File: config.mk
export PLATFORM = sky130hd
export DESIGN_NAME = pid_controller_clamped
export DESIGN_NICKNAME = d
export VERILOG_FILES = /design/src/hdl/pidc_pkg.sv /design/src/hdl/pidc_front.sv /design/src/hdl/pidc_queue.sv /design/src/hdl/pidc_back.sv /design/src/hdl/pid_controller_clamped.sv
export SDC_FILE = /design/constraint.sdc
export NUM_CORES = 2
export LEC_CHECK = 0
export ABC_CLOCK_PERIOD_IN_PS = 14600
export BUFFER_PORTS_ARGS = -buffer_cell sky130_fd_sc_hd__buf_2
export CORE_MARGIN = 3
export CORE_UTILIZATION = 30
export DETAILED_ROUTE_END_ITERATION = 7
export SYNTH_ARGS = -nofsm -noshare
export SYNTH_HDL_FRONTEND = slang
export SYNTH_SLANG_ARGS = --single-unit
File: constraint.sdc
create_clock -name aclk -period 14.6 [get_ports aclk]
set_input_delay 0.73 -clock aclk [delete_from_list [all_inputs] [get_ports aclk]]
set_output_delay 0.73 -clock aclk [all_outputs]
set_load 0.05 [all_outputs]
File: src/hdl/pidc_pkg.sv
// Shared types, register indexes and constants of the clamped PID controller.
package pidc_pkg;

    localparam int QUEUE_DEPTH_DEF = 4;

    localparam int CFG_INDEX_W = 3;
    localparam int CFG_DATA_W  = 16;

    localparam logic [CFG_INDEX_W-1:0] REG_GAIN_P    = 3'd0;
    localparam logic [CFG_INDEX_W-1:0] REG_GAIN_I    = 3'd1;
    localparam logic [CFG_INDEX_W-1:0] REG_GAIN_D    = 3'd2;
    localparam logic [CFG_INDEX_W-1:0] REG_INT_FLOOR = 3'd3;
    localparam logic [CFG_INDEX_W-1:0] REG_INT_CEIL  = 3'd4;
    localparam logic [CFG_INDEX_W-1:0] REG_OUT_FLOOR = 3'd5;
    localparam logic [CFG_INDEX_W-1:0] REG_OUT_CEIL  = 3'd6;

    localparam logic FUNC_COMPUTE = 1'b0;
    localparam logic FUNC_CLEAR   = 1'b1;

    typedef struct packed {
        logic signed [15:0] gain_p;
        logic signed [15:0] gain_i;
        logic signed [15:0] gain_d;
        logic signed [15:0] integral_floor;
        logic signed [15:0] integral_ceiling;
        logic signed [15:0] output_floor;
        logic signed [15:0] output_ceiling;
    } pidc_cfg_t;

    // Work handed from the front to the back for one compute item.
    typedef struct packed {
        logic signed [16:0] err;
        logic signed [17:0] err_delta;
        logic signed [31:0] err_total;
    } pidc_item_t;

    typedef struct packed {
        logic full;
        logic empty;
    } pidc_queue_status_t;

endpackage

File: src/hdl/pidc_front.sv
// Front end: accepts items, forms the error and keeps the error history.
module pidc_front (
    input  logic                 aclk,
    input  logic                 aresetn,
    input  logic                 s_tvalid,
    output logic                 s_tready,
    input  logic                 s_tuser,   // func
    input  logic [31:0]          s_tdata,   // target [15:0], measured [31:16]
    input  logic                 queue_full,
    output logic                 push,
    output pidc_pkg::pidc_item_t push_item
);
    import pidc_pkg::*;

    logic signed [15:0] target;
    logic signed [15:0] measured;
    logic signed [16:0] err;
    logic               hist_clear;
    logic signed [16:0] last_eff;
    logic signed [31:0] total_eff;
    logic signed [32:0] total_sum;
    logic signed [31:0] total_sat;
    logic               accept;

    logic signed [16:0] last_error_reg, last_error_next;
    logic signed [31:0] error_total_reg, error_total_next;

    assign s_tready = !queue_full;
    assign accept   = s_tvalid && s_tready;

    always_comb begin
        target     = $signed(s_tdata[15:0]);
        measured   = $signed(s_tdata[31:16]);
        err        = {target[15], target} - {measured[15], measured};
        hist_clear = (err == 17'sd0) && (target == 16'sd0);
        last_eff   = hist_clear ? 17'sd0 : last_error_reg;
        total_eff  = hist_clear ? 32'sd0 : error_total_reg;
        total_sum  = {total_eff[31], total_eff} + {{16{err[16]}}, err};
        if (total_sum[32] != total_sum[31]) begin
            total_sat = total_sum[32] ? 32'sh8000_0000 : 32'sh7FFF_FFFF;
        end else begin
            total_sat = total_sum[31:0];
        end

        push_item.err       = err;
        push_item.err_delta = {err[16], err} - {last_eff[16], last_eff};
        push_item.err_total = total_eff;
        push = accept && (s_tuser == FUNC_COMPUTE);

        last_error_next  = last_error_reg;
        error_total_next = error_total_reg;
        if (accept) begin
            if (s_tuser == FUNC_CLEAR) begin
                last_error_next  = 17'sd0;
                error_total_next = 32'sd0;
            end else begin
                last_error_next  = err;
                error_total_next = total_sat;
            end
        end
    end

    always_ff @(posedge aclk) begin
        if (!aresetn) begin
            last_error_reg  <= 17'sd0;
            error_total_reg <= 32'sd0;
        end else begin
            last_error_reg  <= last_error_next;
            error_total_reg <= error_total_next;
        end
    end

endmodule

File: src/hdl/pidc_queue.sv
// Short first-in first-out queue between the front and the back.
module pidc_queue #(
    parameter int DEPTH = pidc_pkg::QUEUE_DEPTH_DEF
) (
    input  logic                         aclk,
    input  logic                         aresetn,
    input  logic                         push,
    input  pidc_pkg::pidc_item_t         push_item,
    input  logic                         pop,
    output pidc_pkg::pidc_item_t         pop_item,
    output pidc_pkg::pidc_queue_status_t status
);
    import pidc_pkg::*;

    localparam int PTR_W = (DEPTH > 1) ? $clog2(DEPTH) : 1;
    localparam int CNT_W = $clog2(DEPTH + 1);
    localparam logic [PTR_W-1:0] PTR_LAST = PTR_W'(DEPTH - 1);
    localparam logic [CNT_W-1:0] CNT_FULL = CNT_W'(DEPTH);

    pidc_item_t mem_reg [DEPTH];

    logic [PTR_W-1:0] wr_ptr_reg, wr_ptr_next;
    logic [PTR_W-1:0] rd_ptr_reg, rd_ptr_next;
    logic [CNT_W-1:0] count_reg, count_next;
    logic             do_push;
    logic             do_pop;

    assign status.full  = (count_reg == CNT_FULL);
    assign status.empty = (count_reg == '0);
    assign pop_item     = mem_reg[rd_ptr_reg];
    assign do_push      = push && !status.full;
    assign do_pop       = pop && !status.empty;

    always_comb begin
        wr_ptr_next = wr_ptr_reg;
        rd_ptr_next = rd_ptr_reg;
        count_next  = count_reg;
        if (do_push) begin
            wr_ptr_next = (wr_ptr_reg == PTR_LAST) ? '0 : wr_ptr_reg + 1'b1;
        end
        if (do_pop) begin
            rd_ptr_next = (rd_ptr_reg == PTR_LAST) ? '0 : rd_ptr_reg + 1'b1;
        end
        if (do_push && !do_pop) begin
            count_next = count_reg + 1'b1;
        end else if (do_pop && !do_push) begin
            count_next = count_reg - 1'b1;
        end
    end

    always_ff @(posedge aclk) begin
        if (!aresetn) begin
            wr_ptr_reg <= '0;
            rd_ptr_reg <= '0;
            count_reg  <= '0;
        end else begin
            wr_ptr_reg <= wr_ptr_next;
            rd_ptr_reg <= rd_ptr_next;
            count_reg  <= count_next;
        end
    end

    always_ff @(posedge aclk) begin
        if (do_push) begin
            mem_reg[wr_ptr_reg] <= push_item;
        end
    end

endmodule

File: src/hdl/pidc_back.sv
// Back end: gain products, integral clamp, rounding and output clamp.
module pidc_back (
    input  logic                 aclk,
    input  logic                 aresetn,
    input  pidc_pkg::pidc_cfg_t  cfg,
    input  logic                 item_valid,
    input  pidc_pkg::pidc_item_t item,
    output logic                 pop,
    output logic                 m_tvalid,
    input  logic                 m_tready,
    output logic [15:0]          m_tdata    // correction
);
    import pidc_pkg::*;

    logic advance;

    logic               a_valid_reg, a_valid_next;
    logic signed [32:0] a_p_reg, a_p_next;
    logic signed [47:0] a_i_reg, a_i_next;
    logic signed [33:0] a_d_reg, a_d_next;

    logic               b_valid_reg, b_valid_next;
    logic signed [32:0] b_p_reg, b_p_next;
    logic signed [23:0] b_i_reg, b_i_next;
    logic signed [33:0] b_d_reg, b_d_next;

    logic               c_valid_reg, c_valid_next;
    logic signed [27:0] c_r_reg, c_r_next;

    logic               out_valid_reg, out_valid_next;
    logic [15:0]        out_data_reg, out_data_next;

    logic signed [47:0] i_lo;
    logic signed [47:0] i_hi;
    logic signed [47:0] i_cl;
    logic signed [35:0] sum;
    logic signed [27:0] o_lo;
    logic signed [27:0] o_hi;
    logic signed [27:0] o_cl;

    assign advance  = !out_valid_reg || m_tready;
    assign pop      = advance && item_valid;
    assign m_tvalid = out_valid_reg;
    assign m_tdata  = out_data_reg;

    always_comb begin
        a_valid_next = item_valid;
        a_p_next     = cfg.gain_p * item.err;
        a_i_next     = cfg.gain_i * item.err_total;
        a_d_next     = cfg.gain_d * item.err_delta;

        i_lo = {{24{cfg.integral_floor[15]}}, cfg.integral_floor, 8'h00};
        i_hi = {{24{cfg.integral_ceiling[15]}}, cfg.integral_ceiling, 8'h00};
        i_cl = (a_i_reg > i_hi) ? i_hi : a_i_reg;
        i_cl = (i_cl < i_lo) ? i_lo : i_cl;
        b_valid_next = a_valid_reg;
        b_p_next     = a_p_reg;
        b_i_next     = i_cl[23:0];
        b_d_next     = a_d_reg;

        sum = {{3{b_p_reg[32]}}, b_p_reg} + {{12{b_i_reg[23]}}, b_i_reg}
            + {{2{b_d_reg[33]}}, b_d_reg} + 36'sd128;
        c_valid_next = b_valid_reg;
        c_r_next     = sum[35:8];

        o_lo = {{12{cfg.output_floor[15]}}, cfg.output_floor};
        o_hi = {{12{cfg.output_ceiling[15]}}, cfg.output_ceiling};
        o_cl = (c_r_reg > o_hi) ? o_hi : c_r_reg;
        o_cl = (o_cl < o_lo) ? o_lo : o_cl;
        out_valid_next = c_valid_reg;
        out_data_next  = o_cl[15:0];
    end

    always_ff @(posedge aclk) begin
        if (!aresetn) begin
            a_valid_reg   <= 1'b0;
            b_valid_reg   <= 1'b0;
            c_valid_reg   <= 1'b0;
            out_valid_reg <= 1'b0;
        end else if (advance) begin
            a_valid_reg   <= a_valid_next;
            b_valid_reg   <= b_valid_next;
            c_valid_reg   <= c_valid_next;
            out_valid_reg <= out_valid_next;
        end
    end

    always_ff @(posedge aclk) begin
        if (advance) begin
            a_p_reg      <= a_p_next;
            a_i_reg      <= a_i_next;
            a_d_reg      <= a_d_next;
            b_p_reg      <= b_p_next;
            b_i_reg      <= b_i_next;
            b_d_reg      <= b_d_next;
            c_r_reg      <= c_r_next;
            out_data_reg <= out_data_next;
        end
    end

endmodule

File: src/hdl/pid_controller_clamped.sv
// Top level of the clamped PID controller: configuration registers and wiring.
//
//   Channel   Direction  Handshake           Payload
//   s_        in         s_tvalid/s_tready   s_tuser func, s_tdata target/measured
//   m_        out        m_tvalid/m_tready   m_tdata correction
//   cfg_      in         cfg_we              cfg_index, cfg_wdata
//
// One item is accepted per cycle while the queue is not full; a compute item yields its
// correction through the queue and a four-register back-end pipeline.
// A clear item updates the error history at acceptance and yields nothing.
// A stalled output freezes the back end; the queue keeps taking items until full.
// Reset is synchronous and active low and restores the register defaults.
module pid_controller_clamped #(
    parameter int QUEUE_DEPTH = pidc_pkg::QUEUE_DEPTH_DEF
) (
    input  logic                             aclk,
    input  logic                             aresetn,
    input  logic                             s_tvalid,
    output logic                             s_tready,
    input  logic                             s_tuser,    // func
    input  logic [31:0]                      s_tdata,    // target [15:0], measured [31:16]
    output logic                             m_tvalid,
    input  logic                             m_tready,
    output logic [15:0]                      m_tdata,    // correction
    input  logic                             cfg_we,
    input  logic [pidc_pkg::CFG_INDEX_W-1:0] cfg_index,
    input  logic [pidc_pkg::CFG_DATA_W-1:0]  cfg_wdata
);
    import pidc_pkg::*;

    pidc_cfg_t          cfg_reg, cfg_next;
    pidc_item_t         push_item;
    pidc_item_t         pop_item;
    pidc_queue_status_t q_status;
    logic               push;
    logic               pop;

    always_comb begin
        cfg_next = cfg_reg;
        if (cfg_we) begin
            case (cfg_index)
                REG_GAIN_P:    cfg_next.gain_p           = $signed(cfg_wdata);
                REG_GAIN_I:    cfg_next.gain_i           = $signed(cfg_wdata);
                REG_GAIN_D:    cfg_next.gain_d           = $signed(cfg_wdata);
                REG_INT_FLOOR: cfg_next.integral_floor   = $signed(cfg_wdata);
                REG_INT_CEIL:  cfg_next.integral_ceiling = $signed(cfg_wdata);
                REG_OUT_FLOOR: cfg_next.output_floor     = $signed(cfg_wdata);
                REG_OUT_CEIL:  cfg_next.output_ceiling   = $signed(cfg_wdata);
                default:       cfg_next = cfg_reg;
            endcase
        end
    end

    always_ff @(posedge aclk) begin
        if (!aresetn) begin
            cfg_reg.gain_p           <= 16'sd0;
            cfg_reg.gain_i           <= 16'sd0;
            cfg_reg.gain_d           <= 16'sd0;
            cfg_reg.integral_floor   <= 16'sh8000;
            cfg_reg.integral_ceiling <= 16'sh7FFF;
            cfg_reg.output_floor     <= 16'sh8000;
            cfg_reg.output_ceiling   <= 16'sh7FFF;
        end else begin
            cfg_reg <= cfg_next;
        end
    end

    pidc_front u_front (
        .aclk       (aclk),
        .aresetn    (aresetn),
        .s_tvalid   (s_tvalid),
        .s_tready   (s_tready),
        .s_tuser    (s_tuser),
        .s_tdata    (s_tdata),
        .queue_full (q_status.full),
        .push       (push),
        .push_item  (push_item)
    );

    pidc_queue #(
        .DEPTH (QUEUE_DEPTH)
    ) u_queue (
        .aclk      (aclk),
        .aresetn   (aresetn),
        .push      (push),
        .push_item (push_item),
        .pop       (pop),
        .pop_item  (pop_item),
        .status    (q_status)
    );

    pidc_back u_back (
        .aclk       (aclk),
        .aresetn    (aresetn),
        .cfg        (cfg_reg),
        .item_valid (!q_status.empty),
        .item       (pop_item),
        .pop        (pop),
        .m_tvalid   (m_tvalid),
        .m_tready   (m_tready),
        .m_tdata    (m_tdata)
    );

    a_queue_sane: assert property (@(posedge aclk) disable iff (!aresetn)
        !(q_status.full && q_status.empty))
        else $error("queue reports full and empty at once");

    a_compute_queued: assert property (@(posedge aclk) disable iff (!aresetn)
        (s_tvalid && s_tready && (s_tuser == FUNC_COMPUTE)) |=> !q_status.empty)
        else $error("accepted compute item did not reach the queue");

endmodule

# Word level (Yosys, flattened, before mapping)
# Memories as Yosys holds them, arrays and structs flattened. A register that Yosys moved wholly into a read port is not among the register bits.
# Cells that the tools add are included.
# totals
register_bits	422
out_inout_bits	18
wordCells	98
memories	1
ramBits	268
# classes
add_sub_neg	10
magnitude_cmp	4
bitwise_logic	1
reduce_logical	26
n_mul	3
n_eq_ne	10
n_mux	18
# mem_list
name	words	word_bits	rd	rd_clocked_by_memory_dff	write_ports	line	rtl
u_queue.mem_reg	4	67	1	1	1	pidc_queue.sv:20	pidc_item_t mem_reg [DEPTH];
# op_table
operator	n
32-bit 2-to-1 mux	4
48-bit by 24-bit greater-than comparator with 1-bit output	1
48-bit by 24-bit less-than comparator with 1-bit output	1
16-bit by 32-bit multiplier with 48-bit output	1
48-bit 2-to-1 mux	1
36-bit adder	1
36-bit by 8-bit adder with 36-bit output, second input constant	1
33-bit by 24-bit adder with 34-bit output	1
16-bit by 18-bit multiplier with 34-bit output	1
17-bit 2-to-1 mux	2
32-bit by 17-bit adder with 33-bit output	1
16-bit by 17-bit multiplier with 33-bit output	1
28-bit by 16-bit greater-than comparator with 1-bit output	1
28-bit by 16-bit less-than comparator with 1-bit output	1
28-bit 2-to-1 mux	1
24-bit 2-to-1 mux	1
17-bit by 17-bit subtractor with 18-bit output	1
17-bit logical NOT	1
16-bit by 16-bit subtractor with 17-bit output	1
16-bit logical NOT	1
16-bit 2-to-1 mux	1
2-bit AND reduction	7
3-bit == test, second input constant	4
1-bit logical AND	8
15 further kinds	28

# Logic depth before layout (Yosys ltp)
# logic_depth
ltp_word	9
depth_mapped	33
ltp_nobuf	29

# By module
# Synthesis repeated with hierarchy kept, for this count alone.
# hier_totals
hier_cells	7137
area_unflattened_um2	73650.6
# modules_own_cells
mod	n_inst	cells_per_inst	seq_area_each_um2	area_each_um2
pidc_back	1	5524	7587.3	53467.5
pidc_queue	1	401	8227.9	10176.0
pidc_front	1	806	980.9	5749.3
pid_controller_clamped	1	406	2242.2	4257.8

# Worst setup path after synthesis
# No wires, ideal clock.
# synth_timing
path_kind	register -> register
start	reg with a tool-made name
end	reg u_back.a_i_reg[44] (data pin)
path_stages_with_launch	27
required_ns	14.342
setup_time_ns	0.258
path_slack_ns	6.236
arrival_ns	8.106
cell_sequence	dfxtp_1 > clkbuf_1 > clkbuf_1 > buf_1 > mux4_2 > clkbuf_1 > nand2_1 > fa_1 > fa_1 > fa_1 > inv_1 > fa_1 > fa_1 > inv_1 > fa_1 > inv_1 > ha_1 > a2111oi_0 > o211ai_1 > a31oi_1 > o31ai_1 > a2111oi_0 > o31ai_1 > and3_1 > a211o_1 > a21oi_1 > xnor2_1
# synth_lines
item	line	rtl
end signal: assignment	pidc_back.sv:91	a_i_reg <= a_i_next;
end: declaration	pidc_back.sv:19	logic signed [47:0] a_i_reg, a_i_next;

==> impl_results.md <==
- Yosys top cell by area: fa_1
- Worst Hold Class: flip-flop to flip-flop
- Final setup fails: 0
- Max reg flops: 268
- Final core occ: 0.3295
- Die Ht: 499.6 µm
- Crit start category: flip-flop
- Clk Latency, worst-skew pair: 0.70 ns
- Synth top area share: 0.2895
- Average wire per cell in the routed design: 18.35 µm
- Top FF cell, synth: edfxtp_1
- Most instantiated cells after synthesis: inv_1, fa_1, nand2_1, ha_1, edfxtp_1
- Unrepaired setup endpoints after global routing: no
- Global-route wire length before repair: 303600 µm
- Min cycle time layout: 9.548 ns
- CP Data Required Time: 15.02 ns
- Critical path arrival: 9.96 ns
- Synthesized instance count: 7173
- # IOs: 75
- Setup Crit Path Kind: flip-flop to flip-flop
- Fmax: 0.1047 GHz
- Pre-Repair DR Iteration Count: 6
- Netlist Area Pre-Place: 73090 µm²
- Dpl hpwl: 144200 µm
- Die ar.: 249600 µm²
- Netlist cell types: 91
- Hold-fix buffers, CTS: 0
- Area contributors post-synth: fa_1, edfxtp_1, ha_1, inv_1, nand2_1
- Status: finished clean
- Yosys warnings: 0
- Post-Syn Nets: 8858
- Hold_ws: 0.4063 ns
- Setup_tns: 0 ns
- LEAKAGE: 36.43 nW
- Post-CTS sizing: 0
- Worst flop-to-flop path endpoint: u_back.a_i_reg[42]
- CTS tree: done
- Fraction of registers with async set/reset: 0
- Core area: 241400 µm²
- Most common cell in the netlist: inv_1
- Largest net degree at the start of global routing: 107
- Initial antenna violation count: 12
- Maximum clock path buffer count: 3
- Clock transition at the registers of the reported paths: 0.06 ns
- Vias post-DR: 49.87k
- Worst-case reg-to-reg path depth: 25
- Die width: 499.6 µm
- Clk_skew: 0.05054 ns
- # DRC: 0
- Rel. slew slack: 0.1650
- Layout area overhead: 8.856%
- Initial core utilization: 0.3027
- Vias in the first global route: 52.81k
- Pwr per Cell Area: 124.8 nW/µm²
- End point of the critical path: u_back.a_i_reg[42]
- Rows: 180
- Placed Area: 76840 µm²
- Worst-Margin Slew: 1.246 ns
- H-Tree Depth: 3
- CP Capture Type: flip-flop
- Syn_area_per_cell: 10.19 µm²
- Hold Path Stages: 0
- Design Area, Final: 79560 µm²
- Setup Fix Bufs, Post-CTS: 0
- Layout cells sized above 1: 0.05954
- Antenna Nets Post-Route: 0
- CTS Root Cell: clkbuf_16
- Fin cells: 10.36k
- Period utilisation layout: 0.6540
- Total track usage: 0.1536
- Total grt overflow: 0
- Critical path fanouts, max: 42
- Vias per std cell: 4.814
- Hold Vio Cnt, Final: 0
- Clk sinks: 692
- Dpl cells: 10.21k
- Initial drt markers: 3476
- CTS buffer count: 81
- Max-Cap Viols: 0
- Slack of the worst reg-to-reg path: 5.05 ns
- Final slew viol count: 0
- Final #Nets: 8789
- GP Congestion: 0.8775
- Sequential fraction of the synthesis area: 0.2605
- VDD IR-drop max: 108.2 µV
- Post-synth EDFFs: 518
- Drt total wl: 190100 µm
- FF+latch count, synth: 692
- Port Buffers: 74
-- final cells by class --
class                      count  area [µm²]
fill                       24447      161900
multi-input combinational   4836       47900
sequential                   692       19050
inverter                    1368        5142
tap                         3185        3985
clock buffer                  95        2110
timing repair buffer         125       755.7
clock inverter                56       609.3
antenna                        2       5.005
-- routing by layer --
metal / vias up / part of all wire / GRT usage
met4: 10 / 0.018 / 0.03243
met1: 25294 / 0.46 / 0.2152
met5: - / 0.00029 / 0
li1: 22838 / - / -
met2: 1488 / 0.46 / 0.2468
met3: 243 / 0.070 / 0.02932
-- worst max-delay path, cell delays in order (launching register included) --
cell	delay (ns)
dfxtp_4	0.73
buf_4	0.80
mux4_2	0.82
and2_1	0.27
fa_1	0.54
inv_1	0.06
fa_1	0.54
inv_1	0.05
fa_1	0.49
fa_1	0.45
fa_1	0.51
inv_1	0.05
fa_1	0.48
inv_1	0.04
ha_1	0.32
a2111oi_0	0.77
o211ai_1	0.20
a31oi_1	0.26
o31ai_1	0.18
a2111oi_0	0.61
o31ai_1	0.26
o21a_1	0.21
nor2_1	0.22
nor2b_1	0.10
a21oi_1	0.19
xnor2_1	0.08
-- kinds of logic after synthesis --
family | Yosys count | synth area share
AOI/OAI and AO/OA | 881 | 0.08056
xor gates and xnor gates | 214 | 0.02564
muxes | 133 | 0.03069
buffers and inverters | 1645 | 0.08481
adders and majority gates | 1630 | 0.3875
and+or+nand+nor | 1978 | 0.1303
DFF | 692 | 0.2605
-- through the flow --
stage | setup slack, ns | power [mW]
after global placement | 5.163 | 7.793
after CTS | 4.972 | 10.00
after global routing | 4.419 | 10.67
after floorplan | 6.236 | 6.352
after detailed placement | 5.035 | 7.902
final | 5.052 | 9.926
-- worst min-delay path by stage --
stage,slack [ns],endpoint,from
finish,0.41,u_back.b_p_reg[15],u_back.a_p_reg[15]
global route,0.41,u_back.b_p_reg[15],u_back.a_p_reg[15]
CTS,0.40,u_back.b_p_reg[21],u_back.a_p_reg[21]
detailed placement,0.40,u_back.b_d_reg[25],u_back.a_d_reg[25]
global placement,0.40,u_back.b_d_reg[7],u_back.a_d_reg[7]
floorplan,0.40,u_back.b_d_reg[0],u_back.a_d_reg[0]
-- cell usage in the layout (no fill, tap or decap), drive strengths merged, types with 126 or more instances in the layout --
master / n
ha: 571
edfxtp: 518
and2: 462
dfxtp: 174
a21o: 126
nor2: 200
a21oi: 194
o21ai: 173
xnor2: 155
fa: 1057
nand2: 933
inv: 1373
-- where the power goes --
group          internal [mW]  switching (mW)  total (mW)
clock network           1.18           0.866        2.04
logic                   1.85            3.08        4.93
registers               2.70           0.250        2.95
Power figures use the tool's default switching activity.
